<file path="src/jts_pkg.sv">
// Shared types, constants and helpers for the JSON token scanner.
package jts_pkg;

  localparam int unsigned MAX_DEPTH = 31;
  localparam int unsigned POS_W     = 24;
  localparam int unsigned DEPTH_W   = $clog2(MAX_DEPTH + 1);
  localparam int unsigned ARR_W     = MAX_DEPTH + 1;
  localparam int unsigned IDX_W     = $clog2(ARR_W);
  localparam int unsigned KIND_W    = 4;
  localparam int unsigned TOK_W     = 24;
  localparam int unsigned FIN_W     = 26;
  localparam int unsigned SKIP_W    = 3;
  localparam int unsigned NREC      = 3;
  localparam int unsigned CNT_W     = 2;

  localparam logic [KIND_W-1:0] K_KEY    = 4'd0;
  localparam logic [KIND_W-1:0] K_STR    = 4'd1;
  localparam logic [KIND_W-1:0] K_NUM    = 4'd2;
  localparam logic [KIND_W-1:0] K_OOPEN  = 4'd3;
  localparam logic [KIND_W-1:0] K_OCLOSE = 4'd4;
  localparam logic [KIND_W-1:0] K_AOPEN  = 4'd5;
  localparam logic [KIND_W-1:0] K_ACLOSE = 4'd6;
  localparam logic [KIND_W-1:0] K_FALSE  = 4'd7;
  localparam logic [KIND_W-1:0] K_NULL   = 4'd8;
  localparam logic [KIND_W-1:0] K_TRUE   = 4'd9;
  localparam logic [KIND_W-1:0] K_DONE   = 4'd10;
  localparam logic [KIND_W-1:0] K_ENDED  = 4'd11;
  localparam logic [KIND_W-1:0] K_BAD    = 4'd12;
  localparam logic [KIND_W-1:0] K_OVER   = 4'd13;

  localparam logic [7:0] CH_NUL    = 8'h00;
  localparam logic [7:0] CH_TAB    = 8'h09;
  localparam logic [7:0] CH_LF     = 8'h0A;
  localparam logic [7:0] CH_CR     = 8'h0D;
  localparam logic [7:0] CH_SPACE  = 8'h20;
  localparam logic [7:0] CH_QUOTE  = 8'h22;
  localparam logic [7:0] CH_PLUS   = 8'h2B;
  localparam logic [7:0] CH_COMMA  = 8'h2C;
  localparam logic [7:0] CH_MINUS  = 8'h2D;
  localparam logic [7:0] CH_DOT    = 8'h2E;
  localparam logic [7:0] CH_ZERO   = 8'h30;
  localparam logic [7:0] CH_NINE   = 8'h39;
  localparam logic [7:0] CH_COLON  = 8'h3A;
  localparam logic [7:0] CH_UP_E   = 8'h45;
  localparam logic [7:0] CH_LBRACK = 8'h5B;
  localparam logic [7:0] CH_BSLASH = 8'h5C;
  localparam logic [7:0] CH_RBRACK = 8'h5D;
  localparam logic [7:0] CH_LOW_E  = 8'h65;
  localparam logic [7:0] CH_F      = 8'h66;
  localparam logic [7:0] CH_N      = 8'h6E;
  localparam logic [7:0] CH_T      = 8'h74;
  localparam logic [7:0] CH_LBRACE = 8'h7B;
  localparam logic [7:0] CH_RBRACE = 8'h7D;

  localparam logic [SKIP_W-1:0] SKIP_FALSE = 3'd4;
  localparam logic [SKIP_W-1:0] SKIP_NT    = 3'd3;

  typedef enum logic [1:0] {
    MODE_IDLE = 2'd0,
    MODE_STR  = 2'd1,
    MODE_NUM  = 2'd2,
    MODE_SKIP = 2'd3
  } mode_e;

  typedef struct packed {
    logic [POS_W-1:0]   pos;
    mode_e              mode;
    logic [DEPTH_W-1:0] depth;
    logic [ARR_W-1:0]   is_arr;
    logic               expect_key;
    logic               bs_par;
    logic [POS_W-1:0]   tok_begin;
    logic [SKIP_W-1:0]  skip_left;
    logic [FIN_W-1:0]   words;
  } scan_st_t;

  typedef struct packed {
    logic [KIND_W-1:0] kind;
    logic [TOK_W-1:0]  start;
    logic [TOK_W-1:0]  len;
    logic [FIN_W-1:0]  fin;
  } rec_t;

  function automatic rec_t mk_rec(logic [KIND_W-1:0] kind, logic [POS_W-1:0] start,
                                  logic [POS_W-1:0] len, logic [FIN_W-1:0] fin);
    rec_t r;
    r.kind  = kind;
    r.start = TOK_W'(start);
    r.len   = TOK_W'(len);
    r.fin   = fin;
    return r;
  endfunction

  // Saturating word counter bump
  function automatic logic [FIN_W-1:0] words_add(logic [FIN_W-1:0] w, logic [1:0] add);
    logic [FIN_W:0] sum;
    sum = {1'b0, w} + {{(FIN_W - 1){1'b0}}, add};
    return sum[FIN_W] ? {FIN_W{1'b1}} : sum[FIN_W-1:0];
  endfunction

  function automatic logic is_num_byte(logic [7:0] b);
    return (b >= CH_ZERO && b <= CH_NINE) || b == CH_PLUS || b == CH_MINUS ||
           b == CH_DOT || b == CH_LOW_E || b == CH_UP_E;
  endfunction

endpackage

</file>
<file path="src/json_token_scanner_unit.sv">
// The records of an accepted byte are registered and the first shows on the next cycle.
// Throughput: one byte per cycle while each byte yields at most one record and the output
// is not stalled; a byte yielding n records holds the record register for n output transfers.
// The scan state is computed combinationally from the input byte and registered on accept.
// Reset: asynchronous, clears scan state and drops any pending records.
// Top level of the streaming JSON token scanner.
module json_token_scanner_unit (
  input  logic                         clk_i,
  input  logic                         rst_ni,
  input  logic                         in_valid_i,
  output logic                         in_ready_o,
  input  logic [7:0]                   in_byte_i,
  output logic                         out_valid_o,
  input  logic                         out_ready_i,
  output logic [jts_pkg::KIND_W-1:0]   record_kind_o,
  output logic [jts_pkg::TOK_W-1:0]    token_start_o,
  output logic [jts_pkg::TOK_W-1:0]    token_length_o,
  output logic [jts_pkg::FIN_W-1:0]    final_value_o,
  output logic                         run_last_o
);
  import jts_pkg::*;

  scan_st_t         st_q, st_d;
  rec_t [NREC-1:0]  recs;
  logic [CNT_W-1:0] cnt;
  logic             accept;
  rec_t             rec;

  assign accept = in_valid_i && in_ready_o;

  jts_step u_step (
    .st_i   (st_q),
    .byte_i (in_byte_i),
    .st_o   (st_d),
    .recs_o (recs),
    .cnt_o  (cnt)
  );

  always_ff @(posedge clk_i or negedge rst_ni) begin
    if (!rst_ni) begin
      st_q <= '0;
    end else if (accept) begin
      st_q <= st_d;
    end
  end

  jts_rec_buf u_buf (
    .clk_i       (clk_i),
    .rst_ni      (rst_ni),
    .load_i      (accept),
    .recs_i      (recs),
    .cnt_i       (cnt),
    .free_o      (in_ready_o),
    .out_valid_o (out_valid_o),
    .out_ready_i (out_ready_i),
    .rec_o       (rec),
    .last_o      (run_last_o)
  );

  assign record_kind_o  = rec.kind;
  assign token_start_o  = rec.start;
  assign token_length_o = rec.len;
  assign final_value_o  = rec.fin;

endmodule

</file>
<file path="src/jts_step.sv">
// Next-state and record generation for one document byte.
module jts_step (
  input  jts_pkg::scan_st_t           st_i,
  input  logic [7:0]                  byte_i,
  output jts_pkg::scan_st_t           st_o,
  output jts_pkg::rec_t [jts_pkg::NREC-1:0] recs_o,
  output logic [jts_pkg::CNT_W-1:0]   cnt_o
);
  import jts_pkg::*;

  scan_st_t            st;
  rec_t [NREC-1:0]     recs;
  logic [CNT_W-1:0]    n;
  logic                doc_over;
  logic                fresh;
  logic [POS_W-1:0]    at;
  logic [IDX_W-1:0]    lvl;

  always_comb begin
    st       = st_i;
    recs     = '0;
    n        = '0;
    doc_over = 1'b0;
    fresh    = 1'b0;
    lvl      = '0;
    at       = st_i.pos;
    st.pos   = at + POS_W'(1);

    case (st_i.mode)
      MODE_STR: begin
        if (byte_i == CH_NUL) begin
          recs[n] = mk_rec(K_ENDED, '0, '0, FIN_W'(at));
          n = n + 2'd1;
          doc_over = 1'b1;
        end else if (byte_i == CH_QUOTE && !st_i.bs_par) begin
          recs[n] = mk_rec(st.expect_key ? K_KEY : K_STR, st.tok_begin,
                           at - st.tok_begin, '0);
          n = n + 2'd1;
          st.words = words_add(st.words, 2'd3);
          st.expect_key = 1'b0;
          st.mode = MODE_IDLE;
          if (st.depth == '0) begin
            recs[n] = mk_rec(K_DONE, '0, '0, st.words);
            n = n + 2'd1;
            doc_over = 1'b1;
          end
        end else begin
          st.bs_par = (byte_i == CH_BSLASH) ? ~st_i.bs_par : 1'b0;
        end
      end
      MODE_NUM: begin
        if (!is_num_byte(byte_i)) begin
          recs[n] = mk_rec(K_NUM, st.tok_begin, at - st.tok_begin, '0);
          n = n + 2'd1;
          st.words = words_add(st.words, 2'd3);
          st.mode = MODE_IDLE;
          // at the top level the terminating byte is dropped
          if (st.depth == '0) begin
            recs[n] = mk_rec(K_DONE, '0, '0, st.words);
            n = n + 2'd1;
            doc_over = 1'b1;
          end else begin
            fresh = 1'b1;
          end
        end
      end
      MODE_SKIP: begin
        if (byte_i == CH_NUL) begin
          recs[n] = mk_rec(K_ENDED, '0, '0, FIN_W'(at));
          n = n + 2'd1;
          doc_over = 1'b1;
        end else begin
          if (st.skip_left != '0) st.skip_left = st.skip_left - SKIP_W'(1);
          if (st.skip_left == '0) st.mode = MODE_IDLE;
        end
      end
      default: fresh = 1'b1;
    endcase

    if (fresh) begin
      lvl = st.depth[IDX_W-1:0];
      case (byte_i)
        CH_TAB, CH_LF, CH_CR, CH_SPACE, CH_COLON: ;
        CH_NUL: begin
          recs[n] = mk_rec(K_ENDED, '0, '0, FIN_W'(at));
          n = n + 2'd1;
          doc_over = 1'b1;
        end
        CH_QUOTE: begin
          st.tok_begin = at + POS_W'(1);
          st.bs_par = 1'b0;
          st.mode = MODE_STR;
        end
        CH_COMMA: begin
          st.expect_key = ~st.is_arr[lvl];
          if (st.depth == '0) begin
            recs[n] = mk_rec(K_DONE, '0, '0, st.words);
            n = n + 2'd1;
            doc_over = 1'b1;
          end
        end
        CH_LBRACE, CH_LBRACK: begin
          if (st.depth >= DEPTH_W'(MAX_DEPTH)) begin
            recs[n] = mk_rec(K_OVER, '0, '0, '0);
            n = n + 2'd1;
            doc_over = 1'b1;
          end else begin
            st.depth = st.depth + DEPTH_W'(1);
            lvl = st.depth[IDX_W-1:0];
            if (byte_i == CH_LBRACK) begin
              st.is_arr[lvl] = 1'b1;
              recs[n] = mk_rec(K_AOPEN, '0, '0, '0);
            end else begin
              st.is_arr[lvl] = 1'b0;
              st.expect_key = 1'b1;
              recs[n] = mk_rec(K_OOPEN, '0, '0, '0);
            end
            n = n + 2'd1;
            st.words = words_add(st.words, 2'd1);
          end
        end
        CH_RBRACE, CH_RBRACK: begin
          if (st.depth == '0) begin
            recs[n] = mk_rec(K_BAD, '0, '0, '0);
            n = n + 2'd1;
            doc_over = 1'b1;
          end else begin
            st.depth = st.depth - DEPTH_W'(1);
            recs[n] = mk_rec((byte_i == CH_RBRACE) ? K_OCLOSE : K_ACLOSE, '0, '0, '0);
            n = n + 2'd1;
            st.words = words_add(st.words, 2'd1);
            if (st.depth == '0) begin
              recs[n] = mk_rec(K_DONE, '0, '0, st.words);
              n = n + 2'd1;
              doc_over = 1'b1;
            end
          end
        end
        CH_F, CH_N, CH_T: begin
          recs[n] = mk_rec((byte_i == CH_F) ? K_FALSE : ((byte_i == CH_N) ? K_NULL : K_TRUE),
                           '0, '0, '0);
          n = n + 2'd1;
          st.words = words_add(st.words, 2'd1);
          if (st.depth == '0) begin
            recs[n] = mk_rec(K_DONE, '0, '0, st.words);
            n = n + 2'd1;
            doc_over = 1'b1;
          end else begin
            st.mode = MODE_SKIP;
            st.skip_left = (byte_i == CH_F) ? SKIP_FALSE : SKIP_NT;
          end
        end
        default: begin
          if (byte_i == CH_MINUS || (byte_i >= CH_ZERO && byte_i <= CH_NINE)) begin
            st.tok_begin = at;
            st.mode = MODE_NUM;
          end else begin
            recs[n] = mk_rec(K_BAD, '0, '0, '0);
            n = n + 2'd1;
            doc_over = 1'b1;
          end
        end
      endcase
    end

    // any final record starts a new document
    if (doc_over) st = '0;
  end

  assign st_o   = st;
  assign recs_o = recs;
  assign cnt_o  = n;

endmodule

</file>
<file path="src/jts_rec_buf.sv">
// Result register holding the records of one byte, drained one per transfer.
module jts_rec_buf (
  input  logic                             clk_i,
  input  logic                             rst_ni,
  input  logic                             load_i,
  input  jts_pkg::rec_t [jts_pkg::NREC-1:0] recs_i,
  input  logic [jts_pkg::CNT_W-1:0]        cnt_i,
  output logic                             free_o,
  output logic                             out_valid_o,
  input  logic                             out_ready_i,
  output jts_pkg::rec_t                    rec_o,
  output logic                             last_o
);
  import jts_pkg::*;

  rec_t [NREC-1:0]  recs_q;
  logic [CNT_W-1:0] cnt_q, cnt_d;
  logic [CNT_W-1:0] rd_q, rd_d;
  logic             pop;

  assign out_valid_o = (cnt_q != '0);
  assign pop         = out_valid_o && out_ready_i;
  // free when empty, or when the last record leaves in this cycle
  assign free_o      = (cnt_q == '0) || (cnt_q == CNT_W'(1) && out_ready_i);
  assign rec_o       = recs_q[rd_q];
  assign last_o      = (cnt_q == CNT_W'(1));

  always_comb begin
    cnt_d = cnt_q;
    rd_d  = rd_q;
    if (pop) begin
      cnt_d = cnt_q - CNT_W'(1);
      rd_d  = rd_q + CNT_W'(1);
    end
    if (load_i) begin
      cnt_d = cnt_i;
      rd_d  = '0;
    end
  end

  always_ff @(posedge clk_i or negedge rst_ni) begin
    if (!rst_ni) begin
      cnt_q <= '0;
      rd_q  <= '0;
    end else begin
      cnt_q <= cnt_d;
      rd_q  <= rd_d;
    end
  end

  always_ff @(posedge clk_i) begin
    if (load_i) recs_q <= recs_i;
  end

endmodule

</file>
<file path="config.mk">
export PLATFORM = sky130hd
export DESIGN_NAME = json_token_scanner_unit
export DESIGN_NICKNAME = d
export VERILOG_FILES = /design/src/jts_pkg.sv /design/src/json_token_scanner_unit.sv /design/src/jts_step.sv /design/src/jts_rec_buf.sv
export SDC_FILE = /design/constraint.sdc
export NUM_CORES = 1
export LEC_CHECK = 0
export BUFFER_PORTS_ARGS = -buffer_cell sky130_fd_sc_hd__buf_4
export CORE_MARGIN = 10
export CORE_UTILIZATION = 35
export CTS_CLUSTER_SIZE = 12
export DETAILED_ROUTE_END_ITERATION = 7
export HOLD_SLACK_MARGIN = 0.03
export PLACE_DENSITY = 0.55
export SLEW_MARGIN = 20
export SYNTH_ARGS = -nofsm -noshare
export SYNTH_HDL_FRONTEND = slang
export SYNTH_SLANG_ARGS = --single-unit
</file>
<file path="constraint.sdc">
create_clock -name clk_i -period 8.6 [get_ports clk_i]
set_clock_uncertainty 0.1 [all_clocks]
set_input_delay 1.72 -clock clk_i [delete_from_list [all_inputs] [get_ports clk_i]]
set_output_delay 1.72 -clock clk_i [all_outputs]
set_load 0.02 [all_outputs]
</file>
; Yosys cells after proc, flatten, opt, wreduce, memory -nomap -nowiden
; Index checks and enable logic that the tools add are counted.
[totals]
out_inout_bits = 81
wordCells = 243
in_bits = 12
register_bits = 356
[classes]
add_sub_neg = 11
n_reduce_logical = 40
n_eq_ne = 28
mux = 113
bitwise = 17
n_lt_le_gt_ge = 11
[ops]
columns = cell, n
row1 = $mux 234, 7
row2 = $bwmux 234, 6
row3 = $pmux 234 s6, 1
row4 = $and 152x228->228, 3
row5 = $not 228->228, 3
row6 = $mux 78, 7
row7 = $mux 156, 3
row8 = $demux 78 s2, 2
row9 = $pmux 78 s3, 1
row10 = $and 150x225->225, 1
row11 = $not 225->225, 1
row12 = $mux 26, 7
row13 = $bmux 78 s2, 1
row14 = $pmux 78 s2, 1
row15 = $mux 118, 1
row16 = $mux 94, 1
row17 = $eq 8x7->1 const B, 10
row18 = $pmux 26 s3, 1
row19 = $mux 32, 2
row20 = $eq 8x6->1 const B, 7
row21 = $pmux 26 s2, 1
row22 = $mux 2, 24
row23 = $pmux 24 s2, 1
row24 = $mux 38, 1
row25 = 57 further kinds, 127

; Longest topological paths before layout
; Gate-level depths: netlist of the first run.
[logic_depth]
ltp_word = 19
depth_mapped = 22
ltp_nobuf = 17

; Cells and area by module
; Synthesis of the first run repeated with hierarchy kept, for this count alone.
[unflattened]
hier_cells = 2669
hier_area_um2 = 25047.8
[by_module_without_submodules]
columns = mod, instances, area_each_um2, cells_per_inst
row1 = jts_step, 1, 11212.0, 1900
row2 = jts_rec_buf, 1, 9019.9, 519
row3 = json_token_scanner_unit, 1, 4815.9, 250

; Worst setup path before layout of the first run
; No wires, ideal clock.
[synth_path]
path_type = in2reg
start = input out_ready_i
end = register st_q[111] in the netlist's numbering
path_buffers = 2
slack_ns = 1.367
stages = 9
arrival_ns = 6.998
path_cell_list = nand2_1 > nand2_1 > nand2_1 > clkbuf_1 > inv_1 > clkbuf_1 > o21ai_0 > nand2_1 > o31ai_1
[synth_between]
elab_chain_cells = 3
[synth_rtl]
columns = element, line_no
row1 = "start, declared", json_token_scanner_unit.sv:14  ; input logic out_ready_i,
row2 = $logic_and 1x1->1, jts_rec_buf.sv:24  ; assign free_o = (cnt_q == '0) || (cnt_q == CNT_W'(1) && out_ready_i);
row3 = $logic_or 1x1->1, jts_rec_buf.sv:24
row4 = named net in_ready_o, json_token_scanner_unit.sv:11  ; output logic in_ready_o,
row5 = $logic_and 1x1->1, json_token_scanner_unit.sv:29  ; assign accept = in_valid_i && in_ready_o;
row6 = named net accept, json_token_scanner_unit.sv:26  ; logic accept;
row7 = "end signal, assigned", json_token_scanner_unit.sv:43  ; st_q <= st_d;
row8 = "end, declared", json_token_scanner_unit.sv:23  ; scan_st_t st_q, st_d;
; The timed path passes the listed nets, and every way through them passes these cells.
; A chain may end at the register's enable or synchronous reset.

; Final worst setup path of the first run
[layout_path]
start = input in_byte_i[0]
end = register u_buf.recs_q[172] in the netlist's numbering, data pin
[layout_between]
elab_chain_cells = 18
elab_cells_between_ends = 80
[layout_rtl]
columns = element, line_no
row1 = "start, declared", json_token_scanner_unit.sv:12  ; input logic [7:0] in_byte_i,
row2 = $ge 8x6->1 or $le 8x6->1 (tied branches), "jts_pkg.sv:102, jts_step.sv:154"
row3 = $logic_and 1x1->1, "jts_pkg.sv:102, jts_step.sv:154"
row4 = $logic_or 1x1->1 (3 in series), jts_pkg.sv:102  ; return (b >= CH_ZERO && b <= CH_NINE) || b == CH_PLUS || b == CH_MINUS ||
row5 = $logic_or 1x1->1 (2 in series), jts_pkg.sv:103  ; b == CH_DOT || b == CH_LOW_E || b == CH_UP_E;
row6 = $mux 2, jts_step.sv:52  ; if (!is_num_byte(byte_i)) begin
row7 = $pmux 2 s3, jts_step.sv:29  ; case (st_i.mode)
row8 = $add 2x1->2 (tied with other cells), "jts_step.sv:130, jts_step.sv:142"
row9 = $lt 2x3->1 (implied by the code) (tied with other cells), "jts_step.sv:133, jts_step.sv:145"
row10 = $logic_and 1x1->1 (implied by the code) or $mux 78 (tied branches), -
row11 = $mux 78 (implied by the code) or $demux 78 s2 (tied branches), -
row12 = $demux 78 s2 (tied with other cells), -
row13 = $bwmux 234 or $and 152x228->228 (tied branches), -
row14 = "$mux 234, on equally long branches", "jts_step.sv:132, jts_step.sv:110"
row15 = "$mux 234, on equally long branches", "jts_step.sv:123, jts_step.sv:103"
row16 = $pmux 234 s6, jts_step.sv:82  ; case (byte_i)
row17 = "end signal, assigned", jts_rec_buf.sv:52  ; if (load_i) recs_q <= recs_i;
row18 = "end, declared", jts_rec_buf.sv:16  ; rec_t [NREC-1:0] recs_q;
; Several ways; a longest one is shown, not always the timed one.

==> metrics.yaml, run 1 <==
clockRootBuffer: "clkbuf_16"
maxSlewHeadroom: 0.2498
hold_end: "st_q[46]"
r2r-start: "st_q[0]"
clock.fmax_ghz: 0.1529
fp.dieArea_um2: 62320
grt_max_degree: 107
drc: 0
fin_crit_ps: 6540
combPwrFrac: 0.287
wire_per_inst_um: 23.38
r2r_cells: 15
synth_area_leaders: "edfxtp_1, dfrtp_1, o21ai_0, nand2_1, nor2_1"
drt_iter0_drc: 2040
synth_fp_nets: 2245
grt_pass1_wl_um: 103100
cts_sinks: 260
die_w_um: 249.6
path_clk_slew_ps: 60
post_dp_cell_area_um2: 19640
seqPwrFrac: 0.364
grt_pass1_vias: 16590
synth_top_area_frac: 0.2245
worstHoldStart: "st_q[46]"
fin_area_um2: 20810
ff2ff_setup_slack_ps: 3050
pwr-share-clk: 0.349
drtPass1Iterations: 7
netlist_instances: 2186
cap_viol_max_count: 0
peakVddDrop_uv: 127.8
grt_antenna_before_repair: 2
ant_nets: 0
swShare: 0.3447
finalMaxSlewViolations: 0
initial_core_util: 0.3526
via_per_inst: 6.077
period_share: 0.7604
rows: 84
area_delta_synth_final_pct: 12.77
io-pin-count: 93
p_leak_nw: 7.567
syn-cell-area_um2: 18460
p_int_w: 0.002790
power.switching_w: 0.001467
postSynthAreaPerCell_um2: 8.443
drt-total-wl_um: 67490
hold_buffers: 0
cts_resized: 0
hold_viol_final: 0
drive_gt1_frac: 0.1110
critical_path_arrival_ps: 6700
cts_tree: "done"
yosysMostFrequentCell: "nand2_1"
nets: 2232
synthTopCellsByCount: "nand2_1, o21ai_0, nor2_1"
outcome: "completed"
min_delay_path_depth: 2
synth.distinct_cells: 90
cts_buffers: 35
required_ps: 8760
dieHeight_um: 249.6
synth_edf_count: 138
critPathMaxFanout: 20
synth_ff_type: "edfxtp_1"
clkLatencyLatePin_ps: 570
coreArea_um2: 52340
grt_use_total: 0.2079
reg2reg_to: "u_buf.recs_q[16]"
cp-start-kind: "input pin"
place.port_buffers: 92
synth_warnings: 0
fillers: 5265
dpl.hpwl_um: 46910
layout_setup_ws_ps: 2060
ys_ff_latch: 260
ys_seq_area_frac: 0.3899
htreeDepth: 2
clk_path_buf_depth: 3
worstMarginPinSlew_ps: 1122
cellPowerDensity_nw_per_um2: 204.6
fin_setup_tns_ps: 0
via_count: 17540
hold_class: "register to register"
gp_congestion: 0.9660
pre_cts_ws_ps: 1670
post-cts-setup-buffers: 0
gr-total-overflow: 0
final-setup-viol-count: 0
synth_area_leader_cell: "edfxtp_1"
path_class: "input pin to register"
rsz0062_at_grt: "no"
endpoint_kind: "register"
synth-async-reset-ratio: 0.4692
## cells in the final DEF, fill, tap and decap left out, drive strengths merged, types with 7 or more instances in the layout
master,instances
nand4,25
nor2,194
nor4,8
o21ai,268
a32oi,7
or3,9
and2,76
a22o,13
mux2i,37
o22ai,9
nand2b,20
o21a,18
ha,46
nor3,42
a22oi,44
a31o,8
a21o,23
inv,51
clkbuf,49
and4,7
a211oi,28
nand3,53
xnor2,34
a31oi,22
edfxtp,138
o211ai,35
and3,32
a221oi,13
clkinv,8
o31ai,44
a21oi,112
a222oi,7
nor2b,11
mux4,10
o221ai,19
xor2,29
dfrtp,122
nand2,307
a221o,9
buf,127
## final cells by class
type	instances	area, um^2	share of cell area
multi-input cells	1699	10440	0.5014
clock inverters	13	158.9	0.007635
inverters	50	192.7	0.009258
repair buffers	127	953.4	0.04581
flip-flops and latches	260	7198	0.3459
diodes	1	2.502	0.0001202
clock buffers	49	1010	0.04852
well taps	688	860.8	0.04136
## through the flow
step	instances	hold slack, ps	total power, W	util
after floorplan	2186	348.5	0.002302	-
after global placement	2824	362.5	0.002800	0.3753
after detailed placement	2824	367.2	0.002813	0.3753
after CTS	2886	380.1	0.004312	0.3976
after global routing	2886	396.1	0.004464	0.3976
final	2887	372.4	0.004257	0.3976
## registers in the layout (all words and copies together) (netlist names)
name,flops
u_buf.recs_q,138
u_buf.rd_q,2
u_buf.cnt_q,2
st_q,118
## worst max-delay path, stage by stage
cell and delay [ps]:
buf_4 160, nor4b_1 550, a32oi_1 310, a31o_2 320
or2_2 500, a22oi_1 500, inv_1 120, ha_1 270
o2111a_1 230, nand3_1 310, or4_1 820, o21ai_0 390
a222oi_1 400, nor2_1 70
## cells by family after synthesis
group,synth area share
DFF,0.3899
adders and majority gates,0.03227
and+or+nand+nor,0.2129
xor gates and xnor gates,0.02990
muxes,0.03471
buffers and inverters,0.04861
AOI/OAI and AO/OA,0.2517
## metal layers
layer  track usage  up-vias  wire length (um)
li1              -     8020                 -
met1        0.2843     8529             29740
met2        0.3003      846             28590
met3       0.05502      148              6158
met4       0.09506        0              3005
met5             0        -                 0
## how the worst max path moves through the flow
stage               slack [ps]  depth (start not counted)         start                 to
floorplan                 1370                          9   out_ready_i          st_q[111]
global placement          1730                         14  in_byte_i[0]  u_buf.recs_q[172]
detailed placement        1670                         14  in_byte_i[2]  u_buf.recs_q[172]
CTS                       2220                         14  in_byte_i[2]  u_buf.recs_q[172]
global route              1650                         13  in_byte_i[0]   u_buf.recs_q[16]
finish                    2060                         14  in_byte_i[0]  u_buf.recs_q[172]
## power groups by stage
| stage | Sequential (W) | Clock (W) | Combinational [W] |
|---|---|---|---|
| finish | 0.00155 | 0.00149 | 0.00122 |
| CTS | 0.00155 | 0.00152 | 0.00124 |
| global route | 0.00156 | 0.00157 | 0.00133 |
| detailed placement | 0.00157 | 0 | 0.00124 |
| global placement | 0.00157 | 0 | 0.00123 |
| floorplan | 0.00156 | 0 | 0.000745 |
(Power assumes the default switching activity.)
==> run 2, diff against run 1 <==
Settings changed: PLACE_DENSITY 0.55 to 0.57.
Clock period 8.6 ns to 5.8 ns, I/O delays scaled along.
==> metrics.yaml, run 2 (synthesis results as in run 1) <==
endpoint_kind: "register"
io-pin-count: 93  # unchanged
layout_commonest_cell: "nand2_1"
cellPowerDensity_nw_per_um2: 286.9  # +40%
die_w_um: 249.6  # unchanged
post-cts-setup-buffers: 0  # unchanged
drc: 0  # unchanged
gr-total-overflow: 0  # unchanged
finalMaxSlewViolations: 0  # unchanged
hold_ws_ps: 374.2  # +1.749 ps
period_share: 0.9143
nets: 2288  # +2.5%
cp-start-kind: "register"
maxSlewHeadroom: 0.2802  # +0.03046
path_class: "register to register"
wire_per_inst_um: 24.22  # +3.6%
clkLatencyLatePin_ps: 610  # +40 ps
clk_path_buf_depth: 3  # unchanged
r2r-start: "st_q[0]"
cts_sinks: 260  # unchanged
p_leak_nw: 7.829  # +3.5%
fp.dieArea_um2: 62320  # unchanged
via_per_inst: 6.078  # about the same
grt_max_degree: 79  # -26%
clock.fmax_ghz: 0.1886
coreArea_um2: 52340  # unchanged
ant_nets: 0  # unchanged
final-setup-viol-count: 0  # unchanged
final_cell_mix: "nand2_1, o21ai_0, nor2_1, buf_4, edfxtp_1"
via_count: 17890  # +2.0%
multi_input_area_um2: 10460  # +0.20%
hold_buffers: 0  # unchanged
dieHeight_um: 249.6  # unchanged
fillers: 5312  # +0.89%
cts_tree: "done"
drtPass1Iterations: 8  # +1
dp_cells: 2884  # +2.1%
dpl.hpwl_um: 51450  # +9.7%
worstMarginPinSlew_ps: 1080  # -42.55 ps
hold_class: "register to register"
critical_path_arrival_ps: 5510  # -1190 ps
required_ps: 6010  # -2750 ps
largest_reg_flops: 138  # unchanged
htreeDepth: 1  # -1
fin_setup_tns_ps: 0  # unchanged
drt-total-wl_um: 71270  # +5.6%
initial_core_util: 0.3526  # unchanged
clockRootBuffer: "clkbuf_16"
reg.largest.list: "u_buf.recs_q x138, st_q x118"
critPathMaxFanout: 17  # -15%
drt_iter0_drc: 1967  # -3.6%
drive_gt1_frac: 0.1331  # +0.02209
worstHoldStart: "st_q[39]"
grt_pass1_vias: 16980  # +2.3%
path_clk_slew_ps: 70  # about the same
outcome: "completed"
gp_congestion: 0.9784  # +1.3%
cts_buffers: 31  # -11%
ff_latch_area_um2: 7198  # unchanged
hold_viol_final: 0  # unchanged
peakVddDrop_uv: 181.2  # +42%
layoutNonFillerInstCount: 2943  # +1.9%
place.port_buffers: 92  # unchanged
crit_path_start: "st_q[0]"
grt_antenna_before_repair: 1  # -1
cap_viol_max_count: 0  # unchanged
regMostFlops: "u_buf.recs_q"
cts_resized: 0  # unchanged
grt_use_total: 0.2180  # +0.01006
area_delta_synth_final_pct: 15.04
fin_crit_ps: 5303
grt_pass1_wl_um: 107500  # +4.3%
rows: 84  # unchanged
rsz0062_at_grt: "no"
-- run 2: cell count changes in the layout (fill, tap and decap cells not counted), sizes merged --
cell      change
buf          +60
clkinvlp      -1
inv           +2
clkbuf        -6
bufinv        -1
clkinv        +2
-- run 2: area by class of cell --
class / count / share of cell area
repair buffers: 187 / 0.07142
well taps: 688 / 0.04054
flip-flops and latches: 260 / 0.3390
clock buffers: 43 / 0.04107
clock inverters: 15 / 0.006246
diodes: 1 / 0.0001179
multi-input cells: 1699 / 0.4925
inverters: 50 / 0.009075
-- run 2: per-layer routing --
layer	GRT usage	vias up	wire, um
met5	0	-	0
li1	-	8147	-
met2	0.3276	868	30860
met4	0.08537	0	2891
met1	0.3036	8731	31260
met3	0.04010	143	6255
-- run 2: report_power, final --
group | switching, W | leakage, nW | total [W] | internal [W]
Clock | 0.000830 | 0.498 | 0.00193 | 0.00110
Combinational | 0.00121 | 4.34 | 0.00185 | 0.000638
Sequential | 0.000116 | 2.99 | 0.00231 | 0.00219
Total | 0.00216 | 7.83 | 0.00609 | 0.00393
-- run 2: worst max-delay path, cell delays in order, from the launching register on --
cell and delay (ps):
dfrtp_1 550, inv_1 140, ha_1 270, and3b_1 500, nand3_1 210, or3_1 680
nand3_1 360, a21oi_1 90, o22a_1 230, nor4b_2 810, buf_4 290, a41oi_1 140
a211oi_1 370, buf_4 190, o21ai_0 90
-- run 2: path summary, 6_finish.rpt --
check | endpoint | slack (ps) | cells past startpoint
setup / recovery | u_buf.recs_q[23] | 500 | 14
hold / removal | st_q[39] | 370 | 2
setup reg to reg | u_buf.recs_q[23] | 500 | 14
hold reg to reg | st_q[39] | 370 | 2
max in group asynchronous | u_buf.rd_q[0] | 3930 | 2
min in group asynchronous | st_q[66] | 520 | 1
-- run 2: per-stage QoR --
stage	utilization	worst slack (ps)	power, W	area [um^2]
after floorplan	-	534.9	0.003390	18460
after global placement	0.3862	299.3	0.004187	20210
after detailed placement	0.3863	250.0	0.004210	20220
after CTS	0.4055	730.4	0.006153	21230
after global routing	0.4056	446.4	0.006382	21230
final	0.4057	497.3	0.006091	21230
